===== config.mk =====
export PLATFORM = sky130hd
export DESIGN_NAME = lanczos2_decimate_by_two_unit
export DESIGN_NICKNAME = d
export VERILOG_FILES = /design/src/design/l2dec_pkg.sv /design/src/design/l2dec_front.sv /design/src/design/l2dec_queue.sv /design/src/design/l2dec_back.sv /design/src/design/lanczos2_decimate_by_two_unit.sv
export VERILOG_INCLUDE_DIRS = /design/src /design/src/design
export SDC_FILE = /design/constraint.sdc
export NUM_CORES = 2
export LEC_CHECK = 0
export ABC_AREA = 1
export BUFFER_PORTS_ARGS = -buffer_cell sky130_fd_sc_hd__buf_2
export CORE_ASPECT_RATIO = 2
export CORE_MARGIN = 5
export CORE_UTILIZATION = 59
export DETAILED_ROUTE_END_ITERATION = 16
export PLACE_DENSITY = 0.78
export SYNTH_ARGS = -nofsm -noshare
export SYNTH_HDL_FRONTEND = slang
export SYNTH_SLANG_ARGS = --single-unit

===== constraint.sdc =====
create_clock -name clk -period 11.7 [get_ports clk]
set_clock_uncertainty 0.05 [all_clocks]
set_input_delay 2.34 -clock clk [delete_from_list [all_inputs] [get_ports clk]]
set_output_delay 2.34 -clock clk [all_outputs]
set_load 0.03 [all_outputs]

===== src/design/lanczos2_decimate_by_two_unit_macros.svh =====
// Assertion macros used by the top-level file to check its own logic.
// Each macro expects signals named clk and rst in the scope where it is used.
`ifndef LANCZOS2_DECIMATE_BY_TWO_UNIT_MACROS_SVH
`define LANCZOS2_DECIMATE_BY_TWO_UNIT_MACROS_SVH

`ifndef SYNTHESIS

// The consequent must hold in the same cycle as the antecedent.
`define L2DEC_ASSERT_IMPLY(label, ante, cons) \
  label: assert property (@(posedge clk) disable iff (rst) (ante) |-> (cons)) \
    else $error("l2dec: same-cycle check failed");

// The consequent must hold in the cycle after the antecedent.
`define L2DEC_ASSERT_NEXT(label, ante, cons) \
  label: assert property (@(posedge clk) disable iff (rst) (ante) |=> (cons)) \
    else $error("l2dec: next-cycle check failed");

`else

`define L2DEC_ASSERT_IMPLY(label, ante, cons)
`define L2DEC_ASSERT_NEXT(label, ante, cons)

`endif

`endif


===== src/design/l2dec_pkg.sv =====
package l2dec_pkg;

  localparam int SAMPLE_BITS = 16;
  localparam int LEN_BITS = 13;
  localparam int MAX_LINE_LENGTH_DEFAULT = 4096;
  localparam int MIN_LINE_LENGTH = 8;

  localparam int TAPS = 8;
  localparam int WIN_IDX_W = $clog2(TAPS);
  localparam int QUEUE_DEPTH = 4;
  localparam int QPTR_W = $clog2(QUEUE_DEPTH);

  // Datapath widths: pre-added pair, constant product, accumulator, rounded value.
  localparam int PRE_W = SAMPLE_BITS + 1;
  localparam int COEF_W = 16;
  localparam int PROD_W = PRE_W + COEF_W;
  localparam int ACC_W = PROD_W + 2;
  localparam int FRAC_BITS = 15;
  localparam int RND_W = ACC_W - FRAC_BITS;
  localparam int ROUND_BIAS = 1 << (FRAC_BITS - 1);
  localparam int SAT_MAX = (1 << (SAMPLE_BITS - 1)) - 1;
  localparam int SAT_MIN = -(1 << (SAMPLE_BITS - 1));

  // Q1.15 taps of the symmetric kernel, outermost pair first.
  localparam logic signed [COEF_W-1:0] COEF0 = -16'sd295;
  localparam logic signed [COEF_W-1:0] COEF1 = -16'sd1376;
  localparam logic signed [COEF_W-1:0] COEF2 = 16'sd3834;
  localparam logic signed [COEF_W-1:0] COEF3 = 16'sd14221;

  // Kind of a queued entry, decided by the front end.
  localparam int KIND_W = 3;
  localparam logic [KIND_W-1:0] KIND_NORM     = 3'd0;
  localparam logic [KIND_W-1:0] KIND_FIRST    = 3'd1;
  localparam logic [KIND_W-1:0] KIND_SECOND   = 3'd2;
  localparam logic [KIND_W-1:0] KIND_END_EVEN = 3'd3;
  localparam logic [KIND_W-1:0] KIND_END_ODD  = 3'd4;

  // Window read pattern of one result.
  localparam int PAT_W = 3;
  localparam logic [PAT_W-1:0] PAT_NORM   = 3'd0;
  localparam logic [PAT_W-1:0] PAT_FIRST  = 3'd1;
  localparam logic [PAT_W-1:0] PAT_SECOND = 3'd2;
  localparam logic [PAT_W-1:0] PAT_EVEN_A = 3'd3;
  localparam logic [PAT_W-1:0] PAT_EVEN_B = 3'd4;
  localparam logic [PAT_W-1:0] PAT_ODD_B  = 3'd5;

  // Window age read by tap k, tap 0 in the low bits. Mirrored edges fold
  // indices back onto samples that are still in the window.
  localparam logic [TAPS-1:0][WIN_IDX_W-1:0] MAP_NORM =
    {3'd0, 3'd1, 3'd2, 3'd3, 3'd4, 3'd5, 3'd6, 3'd7};
  localparam logic [TAPS-1:0][WIN_IDX_W-1:0] MAP_FIRST =
    {3'd0, 3'd1, 3'd2, 3'd3, 3'd4, 3'd3, 3'd2, 3'd1};
  localparam logic [TAPS-1:0][WIN_IDX_W-1:0] MAP_SECOND =
    {3'd0, 3'd1, 3'd2, 3'd3, 3'd4, 3'd5, 3'd6, 3'd5};
  localparam logic [TAPS-1:0][WIN_IDX_W-1:0] MAP_EVEN_A =
    {3'd0, 3'd0, 3'd1, 3'd2, 3'd3, 3'd4, 3'd5, 3'd6};
  localparam logic [TAPS-1:0][WIN_IDX_W-1:0] MAP_EVEN_B =
    {3'd2, 3'd1, 3'd0, 3'd0, 3'd1, 3'd2, 3'd3, 3'd4};
  localparam logic [TAPS-1:0][WIN_IDX_W-1:0] MAP_ODD_B =
    {3'd1, 3'd0, 3'd0, 3'd1, 3'd2, 3'd3, 3'd4, 3'd5};

  typedef logic [TAPS-1:0][SAMPLE_BITS-1:0] window_t;

  typedef struct packed {
    window_t           win;
    logic [KIND_W-1:0] kind;
  } entry_t;

  typedef struct packed {
    logic   push;
    entry_t entry;
  } push_t;

  typedef struct packed {
    logic valid;
    logic full;
  } q_status_t;

  function automatic logic [TAPS-1:0][WIN_IDX_W-1:0] pat_map(input logic [PAT_W-1:0] pat);
    logic [TAPS-1:0][WIN_IDX_W-1:0] m;
    case (pat)
      PAT_NORM:   m = MAP_NORM;
      PAT_FIRST:  m = MAP_FIRST;
      PAT_SECOND: m = MAP_SECOND;
      PAT_EVEN_A: m = MAP_EVEN_A;
      PAT_EVEN_B: m = MAP_EVEN_B;
      PAT_ODD_B:  m = MAP_ODD_B;
      default:    m = MAP_NORM;
    endcase
    return m;
  endfunction

endpackage


===== src/design/l2dec_front.sv =====
module l2dec_front #(
  parameter int MAX_LINE_LENGTH = l2dec_pkg::MAX_LINE_LENGTH_DEFAULT
) (
  input  logic                               clk,
  input  logic                               rst,
  input  logic                               cfg_wen,
  input  logic [l2dec_pkg::LEN_BITS-1:0]     cfg_wdata,
  input  logic                               s_tvalid,
  output logic                               s_tready,
  input  logic [l2dec_pkg::SAMPLE_BITS-1:0]  s_tdata,
  input  logic                               q_full,
  output l2dec_pkg::push_t                   push_o
);

  localparam int POS_W = $clog2(MAX_LINE_LENGTH);

  logic [POS_W-1:0]          pos;
  logic [POS_W-1:0]          line_last;
  logic [POS_W-1:0]          line_last_next;
  l2dec_pkg::window_t        win;
  l2dec_pkg::window_t        win_next;
  logic                      accept;
  logic                      emit;
  logic [l2dec_pkg::KIND_W-1:0] kind;
  logic [31:0]               len_eff;

  assign s_tready = !q_full;
  assign accept   = s_tvalid && !q_full;
  assign win_next = {win[l2dec_pkg::TAPS-2:0], s_tdata};

  // Out-of-range lengths are clamped into the supported range.
  always_comb begin
    if (32'(cfg_wdata) < 32'(l2dec_pkg::MIN_LINE_LENGTH)) begin
      len_eff = 32'(l2dec_pkg::MIN_LINE_LENGTH);
    end else if (32'(cfg_wdata) > 32'(MAX_LINE_LENGTH)) begin
      len_eff = 32'(MAX_LINE_LENGTH);
    end else begin
      len_eff = 32'(cfg_wdata);
    end
    line_last_next = POS_W'(len_eff - 32'd1);
  end

  // A result is due on every even position from 4 on; the last sample of a
  // line closes out the final two results.
  always_comb begin
    emit = 1'b0;
    kind = l2dec_pkg::KIND_NORM;
    if (pos == line_last) begin
      emit = 1'b1;
      kind = line_last[0] ? l2dec_pkg::KIND_END_EVEN : l2dec_pkg::KIND_END_ODD;
    end else if (!pos[0] && pos >= POS_W'(4)) begin
      emit = 1'b1;
      if (pos == POS_W'(4)) begin
        kind = l2dec_pkg::KIND_FIRST;
      end else if (pos == POS_W'(6)) begin
        kind = l2dec_pkg::KIND_SECOND;
      end else begin
        kind = l2dec_pkg::KIND_NORM;
      end
    end
  end

  assign push_o.push       = accept && emit;
  assign push_o.entry.win  = win_next;
  assign push_o.entry.kind = kind;

  always_ff @(posedge clk) begin
    if (rst) begin
      pos       <= '0;
      line_last <= POS_W'(l2dec_pkg::MIN_LINE_LENGTH - 1);
    end else if (cfg_wen) begin
      pos       <= '0;
      line_last <= line_last_next;
    end else if (accept) begin
      pos <= (pos == line_last) ? '0 : pos + POS_W'(1);
    end
  end

  always_ff @(posedge clk) begin
    if (accept) begin
      win <= win_next;
    end
  end

endmodule


===== src/design/l2dec_queue.sv =====
module l2dec_queue (
  input  logic                 clk,
  input  logic                 rst,
  input  l2dec_pkg::push_t     push_i,
  input  logic                 pop,
  output l2dec_pkg::entry_t    head,
  output l2dec_pkg::q_status_t status
);

  localparam int CNT_W = l2dec_pkg::QPTR_W + 1;

  l2dec_pkg::entry_t           entries [l2dec_pkg::QUEUE_DEPTH];
  logic [l2dec_pkg::QPTR_W-1:0] wr_ptr;
  logic [l2dec_pkg::QPTR_W-1:0] rd_ptr;
  logic [CNT_W-1:0]            count;

  assign head         = entries[rd_ptr];
  assign status.valid = (count != '0);
  assign status.full  = (count == CNT_W'(l2dec_pkg::QUEUE_DEPTH));

  always_ff @(posedge clk) begin
    if (push_i.push) begin
      entries[wr_ptr] <= push_i.entry;
    end
  end

  always_ff @(posedge clk) begin
    if (rst) begin
      wr_ptr <= '0;
      rd_ptr <= '0;
      count  <= '0;
    end else begin
      if (push_i.push) begin
        wr_ptr <= wr_ptr + l2dec_pkg::QPTR_W'(1);
      end
      if (pop) begin
        rd_ptr <= rd_ptr + l2dec_pkg::QPTR_W'(1);
      end
      case ({push_i.push, pop})
        2'b10:   count <= count + CNT_W'(1);
        2'b01:   count <= count - CNT_W'(1);
        default: count <= count;
      endcase
    end
  end

endmodule


===== src/design/l2dec_back.sv =====
module l2dec_back (
  input  logic                              clk,
  input  logic                              rst,
  input  l2dec_pkg::entry_t                 head,
  input  logic                              q_valid,
  output logic                              pop,
  output logic                              m_tvalid,
  input  logic                              m_tready,
  output logic [l2dec_pkg::SAMPLE_BITS-1:0] m_tdata,
  output logic                              m_tlast
);

  localparam int SB = l2dec_pkg::SAMPLE_BITS;
  localparam int PAIRS = l2dec_pkg::TAPS / 2;

  logic                          sub;
  logic                          is_end;
  logic                          issue;
  logic                          rdy1, rdy2, rdy3, rdy4;
  logic                          v1, v2, v3;
  logic [l2dec_pkg::PAT_W-1:0]   pat;
  logic [l2dec_pkg::TAPS-1:0][l2dec_pkg::WIN_IDX_W-1:0] map;
  logic [SB-1:0]                 tap_val [l2dec_pkg::TAPS];
  logic signed [l2dec_pkg::PRE_W-1:0]  pre_d [PAIRS];

  logic signed [l2dec_pkg::PRE_W-1:0]  pre1 [PAIRS];
  logic                                last1;
  logic signed [l2dec_pkg::PROD_W-1:0] prod2 [PAIRS];
  logic                                last2;
  logic signed [l2dec_pkg::ACC_W-1:0]  acc;
  logic signed [l2dec_pkg::RND_W-1:0]  rnd3;
  logic                                last3;
  logic signed [l2dec_pkg::COEF_W-1:0] coef [PAIRS];

  assign coef[0] = l2dec_pkg::COEF0;
  assign coef[1] = l2dec_pkg::COEF1;
  assign coef[2] = l2dec_pkg::COEF2;
  assign coef[3] = l2dec_pkg::COEF3;

  assign rdy4 = !m_tvalid || m_tready;
  assign rdy3 = !v3 || rdy4;
  assign rdy2 = !v2 || rdy3;
  assign rdy1 = !v1 || rdy2;

  // An end-of-line entry yields two results, so it stays at the head for two issues.
  assign is_end = (head.kind == l2dec_pkg::KIND_END_EVEN) ||
                  (head.kind == l2dec_pkg::KIND_END_ODD);
  assign issue  = q_valid && rdy1;
  assign pop    = issue && (!is_end || sub);

  always_comb begin
    case (head.kind)
      l2dec_pkg::KIND_NORM:     pat = l2dec_pkg::PAT_NORM;
      l2dec_pkg::KIND_FIRST:    pat = l2dec_pkg::PAT_FIRST;
      l2dec_pkg::KIND_SECOND:   pat = l2dec_pkg::PAT_SECOND;
      l2dec_pkg::KIND_END_EVEN: pat = sub ? l2dec_pkg::PAT_EVEN_B : l2dec_pkg::PAT_EVEN_A;
      l2dec_pkg::KIND_END_ODD:  pat = sub ? l2dec_pkg::PAT_ODD_B : l2dec_pkg::PAT_NORM;
      default:                  pat = l2dec_pkg::PAT_NORM;
    endcase
  end

  assign map = l2dec_pkg::pat_map(pat);

  always_comb begin
    for (int k = 0; k < l2dec_pkg::TAPS; k++) begin
      tap_val[k] = head.win[map[k]];
    end
    // The kernel is symmetric, so mirrored taps are added before the multiply.
    for (int k = 0; k < PAIRS; k++) begin
      pre_d[k] = l2dec_pkg::PRE_W'($signed(tap_val[k])) +
                 l2dec_pkg::PRE_W'($signed(tap_val[l2dec_pkg::TAPS-1-k]));
    end
  end

  always_comb begin
    acc = l2dec_pkg::ACC_W'(l2dec_pkg::ROUND_BIAS);
    for (int k = 0; k < PAIRS; k++) begin
      acc = acc + l2dec_pkg::ACC_W'(prod2[k]);
    end
  end

  always_ff @(posedge clk) begin
    if (rst) begin
      sub      <= 1'b0;
      v1       <= 1'b0;
      v2       <= 1'b0;
      v3       <= 1'b0;
      m_tvalid <= 1'b0;
    end else begin
      if (issue && is_end) begin
        sub <= !sub;
      end
      if (rdy1) begin
        v1 <= issue;
      end
      if (rdy2) begin
        v2 <= v1;
      end
      if (rdy3) begin
        v3 <= v2;
      end
      if (rdy4) begin
        m_tvalid <= v3;
      end
    end
  end

  always_ff @(posedge clk) begin
    if (issue) begin
      pre1  <= pre_d;
      last1 <= is_end && sub;
    end
    if (rdy2 && v1) begin
      for (int k = 0; k < PAIRS; k++) begin
        prod2[k] <= l2dec_pkg::PROD_W'(pre1[k]) * l2dec_pkg::PROD_W'(coef[k]);
      end
      last2 <= last1;
    end
    if (rdy3 && v2) begin
      // Arithmetic shift after the bias gives round to nearest, ties upward.
      rnd3  <= acc[l2dec_pkg::ACC_W-1:l2dec_pkg::FRAC_BITS];
      last3 <= last2;
    end
    if (rdy4 && v3) begin
      if (rnd3 > l2dec_pkg::RND_W'(l2dec_pkg::SAT_MAX)) begin
        m_tdata <= SB'(l2dec_pkg::SAT_MAX);
      end else if (rnd3 < l2dec_pkg::RND_W'(l2dec_pkg::SAT_MIN)) begin
        m_tdata <= SB'(l2dec_pkg::SAT_MIN);
      end else begin
        m_tdata <= SB'(rnd3);
      end
      m_tlast <= last3;
    end
  end

endmodule


===== src/design/lanczos2_decimate_by_two_unit.sv =====
// Lanczos-2 decimate-by-two for one line of signed samples. Samples enter on the
// s_ stream, one transaction per cycle at full rate unless the queue is full;
// each line of line_length samples (clamped to 8..MAX_LINE_LENGTH) yields
// floor(length/2) filtered results on the m_ stream, the last of the line
// marked by m_tlast. Edges are mirrored, results are rounded to nearest and
// saturated. The final two results of a line both follow the line's last
// sample. Throughput is set by the single multiply-accumulate pipeline, which
// takes one result per cycle while the output is not stalled, and by the
// four-entry queue in front of it that absorbs the end-of-line pair. Writing
// line_length restarts the line and must be done while the block is idle.
`include "lanczos2_decimate_by_two_unit_macros.svh"

module lanczos2_decimate_by_two_unit #(
  parameter int MAX_LINE_LENGTH = l2dec_pkg::MAX_LINE_LENGTH_DEFAULT
) (
  input  logic                              clk,
  input  logic                              rst,
  input  logic                              cfg_wen,
  input  logic [l2dec_pkg::LEN_BITS-1:0]    cfg_wdata,  // line_length
  input  logic                              s_tvalid,
  output logic                              s_tready,
  input  logic [l2dec_pkg::SAMPLE_BITS-1:0] s_tdata,    // sample
  output logic                              m_tvalid,
  input  logic                              m_tready,
  output logic [l2dec_pkg::SAMPLE_BITS-1:0] m_tdata,    // filtered
  output logic                              m_tlast     // last_of_line
);

  l2dec_pkg::push_t     push;
  l2dec_pkg::entry_t    head;
  l2dec_pkg::q_status_t q_status;
  logic                 pop;
  logic                 push_end;

  assign push_end = (push.entry.kind == l2dec_pkg::KIND_END_EVEN) ||
                    (push.entry.kind == l2dec_pkg::KIND_END_ODD);

  l2dec_front #(
    .MAX_LINE_LENGTH(MAX_LINE_LENGTH)
  ) u_front (
    .clk      (clk),
    .rst      (rst),
    .cfg_wen  (cfg_wen),
    .cfg_wdata(cfg_wdata),
    .s_tvalid (s_tvalid),
    .s_tready (s_tready),
    .s_tdata  (s_tdata),
    .q_full   (q_status.full),
    .push_o   (push)
  );

  l2dec_queue u_queue (
    .clk   (clk),
    .rst   (rst),
    .push_i(push),
    .pop   (pop),
    .head  (head),
    .status(q_status)
  );

  l2dec_back u_back (
    .clk     (clk),
    .rst     (rst),
    .head    (head),
    .q_valid (q_status.valid),
    .pop     (pop),
    .m_tvalid(m_tvalid),
    .m_tready(m_tready),
    .m_tdata (m_tdata),
    .m_tlast (m_tlast)
  );

  `L2DEC_ASSERT_IMPLY(a_pop_needs_entry, pop, q_status.valid)
  `L2DEC_ASSERT_IMPLY(a_full_has_entry, q_status.full, q_status.valid)
  `L2DEC_ASSERT_NEXT(a_line_end_then_quiet, push.push && push_end, !push.push)

endmodule


# Word level (Yosys, flattened, before mapping)
# Memories as Yosys holds them, arrays and structs flattened. A register that Yosys moved wholly into a read port is not among the register bits.
# Index checks and enable logic that the tools add are counted.
# W data, S select, Z words.
classes:
  n_addsub: 14
  n_mul: 4
  magnitude_cmp: 13
  n_eq_ne: 15
  muxes: 38
  n_reduce_logical: 27
ops:
  columns: ["operator", "count"]
  rows:
  - ["$bmux W16 S3", 8]
  - ["$mux W16", 9]
  - ["$pmux W23 S5", 1]
  - ["$add A35 B33 Y35", 2]
  - ["$add A16 B16 Y17", 4]
  - ["$mux W12", 3]
  - ["$add A34 B33 Y35", 1]
  - ["$add A16 B33 Y34 const A", 1]
  - ["$mul A17 B15 Y32 const B", 1]
  - ["$mul A17 B12 Y29 const B", 1]
  - ["$lt A3 B4 Y1 const B", 7]
  - ["$mul A17 B10 Y27 const B", 1]
  - ["$eq A12 B3 Y1 const B", 2]
  - ["$mul A17 B7 Y24 const B", 1]
  - ["$gt A20 B16 Y1 const B", 1]
  - ["$lt A20 B16 Y1 const B", 1]
  - ["$mux W3", 6]
  - ["$gt A13 B13 Y1 const B", 1]
  - ["$lt A13 B4 Y1 const B", 1]
  - ["$add A12 B1 Y12 const B", 1]
  - ["$eq A12 B12 Y1", 1]
  - ["$eq A3 B2 Y1 const B", 4]
  - ["$eq A3 B3 Y1 const B", 4]
  - ["$ge A12 B3 Y1 const B", 1]
  - ["other kinds (18)", 48]
word_totals:
  ff_bits: 256
  ram_bits: 656
  in_bits: 34
  out_inout_bits: 19
  wordCells: 140
  mem_count: 2
memory_table:
  columns: ["name", "depth", "width", "read_ports", "rd_ports_with_merged_regs", "write_ports", "line", "text"]
  rows:
  - ["u_queue.entries", 4, 131, 1, 1, 1, "l2dec_queue.sv:12", "l2dec_pkg::entry_t entries [l2dec_pkg::QUEUE_DEPTH];"]
  - ["u_back.prod2", 4, 33, 4, 0, 4, "l2dec_back.sv:28", "logic signed [l2dec_pkg::PROD_W-1:0] prod2 [PAIRS];"]

# Logic depth before layout (Yosys ltp)
depth:
  ltp_word: 9
  depth_mapped: 26
  depth_no_buf: 25

# Hierarchy
# A second synthesis with hierarchy kept.
hier_totals:
  hier_cells: 6030
  hier_area_um2: 60219.0
by_module_without_submodules:
  columns: ["mod", "n_inst", "cells_per_inst", "area_per_inst_um2", "seq_area_each_um2"]
  rows:
  - ["l2dec_back", 1, 4321, 35197.5, 6706.4]
  - ["l2dec_queue", 1, 1324, 19842.8, 15915.3]
  - ["l2dec_front", 1, 385, 5178.7, 3843.7]

# Worst setup path after synthesis
# OpenSTA, ideal clock, no wires.
synth_timing:
  kind: "input port to flip-flop"
  start: "input port s_tvalid"
  end: "memory u_queue.entries[2][0] (netlist bit) (enable)"
  arrival_time_ps: 11008
  required_time_ps: 11028
  setup_slack_ps: 20
  path_stages: 4
  path_buffers: 0
  cell_sequence: "nand2_1 -> inv_1 -> a31oi_1 -> nor2_1"
synth_between:
  elab_chain_cells: 4
synth_lines:
  columns: ["item", "line", "text"]
  rows:
  - ["from (decl)", "lanczos2_decimate_by_two_unit.sv:20", "input logic s_tvalid,"]
  - ["$logic_and A1 B1 Y1", "l2dec_front.sv:28", "assign accept = s_tvalid && !q_full;"]
  - ["via u_front.accept", "l2dec_front.sv:22", "logic accept;"]
  - ["$logic_and A1 B1 Y1", "l2dec_front.sv:63", "assign push_o.push = accept && emit;"]
  - ["$mux W1", "l2dec_queue.sv:22", "if (push_i.push) begin"]
  - ["$mux W1 (implied by the code)", "l2dec_queue.sv:23", "entries[wr_ptr] <= push_i.entry;"]
  - ["to (decl)", "l2dec_queue.sv:12", null]
# The timed path passes the listed nets, and every way through them passes these cells.

==> results.cfg <==
[layout]
syn_to_final_growth_pct = 7.03
nets = 6824
instances_no_fill = 7301
fillers = 8204
drive_gt1_frac = 0.0461

[clock_tree]
clk_latency_ns = 0.71
clk_pin_slew_ns = 0.07
cts_buffers = 77
post_cts_resized = 0
post_cts_buffers = 0
clockBufferDepth = 3
tritoncts = done
cts.sinks = 894
htree_num_levels = 3
ctsHoldBuffers = 0
root_buffer = clkbuf_16

[timing]
setup_viol = 0
fin_ws_ns = 5.00
finalMaxSlewViolations = 0
setup_tns_ns = 0
slew_headroom = 0.0863
post-route-period-util = 0.573
rsz0062_at_grt = false
worst_slew_pin_slew_ns = 1.37
final_hold_viol_count = 0
clock.fmax_mhz = 149
whs_ns = 0.396
period_needed_ns = 6.70

[yosys]
syn-instance-count = 5897
async_flop_share = 0
synth_flop_cell = edfxtp_1
synth-edff-count = 856
syn_nets = 6819
ys_warn_count = 0
ys_seq_area_frac = 0.444
synth_cell_type_count = 56
syn_avg_cell_area_um2 = 10.1
yosys_register_bits = 894
syn-cell-area_um2 = 59500

[floorplan]
num_rows = 165
core_area_um2 = 101000
die-area_um2 = 108000
dieWidth_um = 235
die_y_um = 459
start_util = 0.591
ioPinCount = 53

[place]
port_buffers = 52
gp_congestion = 1.06
dp.cells = 7159
dp_hpwl_um = 134000
place_ws_ns = 5.08

[setup_path]
critPathKind = reg -> reg
critical-path-max-stage-delay_ns = 0.66
r2r_end = u_back.pre1[32]
crit_slowest_cell = inv_6
worstPathRequired_ns = 12.09
crit_path_end_kind = register
r2r_cells = 21
worstPathCellList = inv_6 > nand2_1 > nand3_1 > nand2_1 > nor2_1 > nand2_4 > inv_2 > buf_4 > nand2_4 > nand2_2 > buf_4 > inv_2 > o21ai_1 > ha_1 > a21oi_1 > nand2_1 > a21boi_0 > o21ai_0 > nand3_1 > nand2_1 > xor2_1
cp_common_cell = nand2_1
endpoint = u_back.pre1[32]
cp-start-kind = register
crit_path_max_fanout = 108
rrSetupSlack_ns = 5.00
cp.arrival_ns = 7.09

[route]
wl_per_cell_um = 23.6
avgViaCountPerCell = 5.75
dr.pass1.iters = 6
ant_nets = 0
drc = 0
drt_iter0_drc = 2869
drt-total-wl_um = 173000
vias = 41979

[global_routing]
grt_pass1_vias = 43739
track_usage = 0.317
grt_max_degree = 132
overflow = 0
antenna_found_initial = 2
grt_pass1_wl_um = 258000

[run_status]
outcome = complete, no violations

[job]
drv_cap = 0

[min_path]
hold_class = reg -> reg
-- flip-flops by register name, indices dropped and copies added (netlist names), named ones only --
register,count
u_back.last1,1
u_back.last2,1
u_back.last3,1
u_back.m_tdata,16
u_back.m_tlast,1
u_back.m_tvalid,1
u_back.pre1,68
u_back.prod2,112
u_back.rnd3,20
u_back.sub,1
u_back.v1,1
u_back.v2,1
u_back.v3,1
u_front.line_last,12
u_front.pos,12
u_front.push_o,112
u_queue.count,3
u_queue.entries,524
u_queue.rd_ptr,2
u_queue.wr_ptr,2
-- cell type report --
type	count	area (µm²)	area share
Antenna cell	1	2.50	0.0000393
Clock buffer	92	1990	0.0313
Clock inverter	49	644	0.0101
Inverter	884	3330	0.0523
Multi-Input combinational cell	3956	29000	0.455
Sequential cell	894	26500	0.415
Tap cell	1336	1670	0.0262
Timing Repair Buffer	89	588	0.00923
-- how the worst min path moves through the flow --
stage,end,slack (ns),startpoint,depth (start not counted)
finish,u_back.m_tlast,0.40,u_back.last3,0
detailed placement,u_back.m_tlast,0.38,u_back.last3,0
global placement,u_back.m_tlast,0.36,u_back.last3,0
global route,u_back.m_tlast,0.39,u_back.last3,0
floorplan,u_back.last2,0.35,u_back.last1,0
CTS,u_back.m_tlast,0.40,u_back.last3,0
-- layout by cell type (no fill, tap or decap), types with 22 or more instances in the layout --
| cell type | Yosys | final |
|---|---|---|
| a21oi_1 | 387 | 387 |
| fa_1 | 372 | 372 |
| buf_2 | 66 | 52 |
| nand4_1 | 25 | 25 |
| dfxtp_1 | 38 | 36 |
| nand3_1 | 255 | 255 |
| o21ai_0 | 285 | 282 |
| or2_2 | 31 | 31 |
| clkbuf_16 | 0 | 77 |
| nand2_1 | 1209 | 1207 |
| buf_4 | 11 | 33 |
| xor2_1 | 132 | 132 |
| nor3_1 | 41 | 41 |
| nor2_1 | 296 | 291 |
| inv_1 | 876 | 874 |
| o21ai_1 | 90 | 93 |
| a32o_1 | 35 | 35 |
| edfxtp_1 | 856 | 856 |
| xnor2_1 | 58 | 58 |
| o211ai_1 | 22 | 22 |
| ha_1 | 516 | 516 |
-- critical path: cells and delay by family (launching register included) --
| family | cells | cell delay [ns] |
|---|---|---|
| flip-flops | 1 | 0.54 |
| AO/OA/AOI/OAI | 4 | 1.20 |
| AND/OR/NAND/NOR | 10 | 2.10 |
| adder cells (fa/ha/maj) | 1 | 0.37 |
| buffers and inverters | 5 | 1.86 |
| XOR/XNOR | 1 | 0.14 |
-- per-stage QoR --
step | area (µm²) | utilization
floorplan | 59500 | -
global placement | 61100 | 0.606
detailed placement | 61100 | 0.606
CTS | 63700 | 0.633
global route | 63700 | 0.633
finish | 63700 | 0.633
-- layer usage --
layer  track usage  wire length [µm]  vias to the layer above
met2         0.591             92500                     1347
met4         0.285             19500                        0
met1         0.300             53800                    20347
met3        0.0385              6820                      523
met5             0                 0                        -
li1              -                 -                    19762
-- cell usage after synthesis (all sizes together), types with 2 or more instances --
library cell  count  area share
a211oi            5     0.00063
a21boi           19      0.0025
a21o             16      0.0020
a21oi           387       0.033
a22o              2     0.00029
a22oi            11      0.0014
a31oi            12      0.0013
a32o             35      0.0059
a32oi            18      0.0026
buf              88      0.0085
clkbuf           75      0.0047
dfxtp            38       0.013
edfxtp          856        0.43
fa              372        0.13
ha              516        0.11
inv             883       0.056
mux2i             2     0.00034
nand2          1215       0.077
nand3           260       0.023
nand3b            4     0.00050
nand4            26      0.0028
nor2            299       0.019
nor3             41      0.0034
nor3b             5     0.00063
nor4             14      0.0015
o211ai           22      0.0028
o21a             15      0.0019
o21ai           376       0.032
o21bai           16      0.0020
o22a             16      0.0024
o22ai            13      0.0014
o31ai             9      0.0011
o41ai             4     0.00059
or2              31      0.0033
xnor2            58      0.0085
xor2            132       0.019
-- kinds of logic after synthesis --
kind of cell    Yosys count  share of synthesized area
compound gates          980                     0.0935
xor+xnor                190                     0.0279
fa+ha+maj               888                      0.233
buf+inv                1047                     0.0690
flops                   894                      0.444
mux                       2                   0.000336
simple gates           1896                      0.131
Power is left out: the tool's default activity adds up to more than one toggle a clock period on the data nets, which glitch-free logic cannot reach.
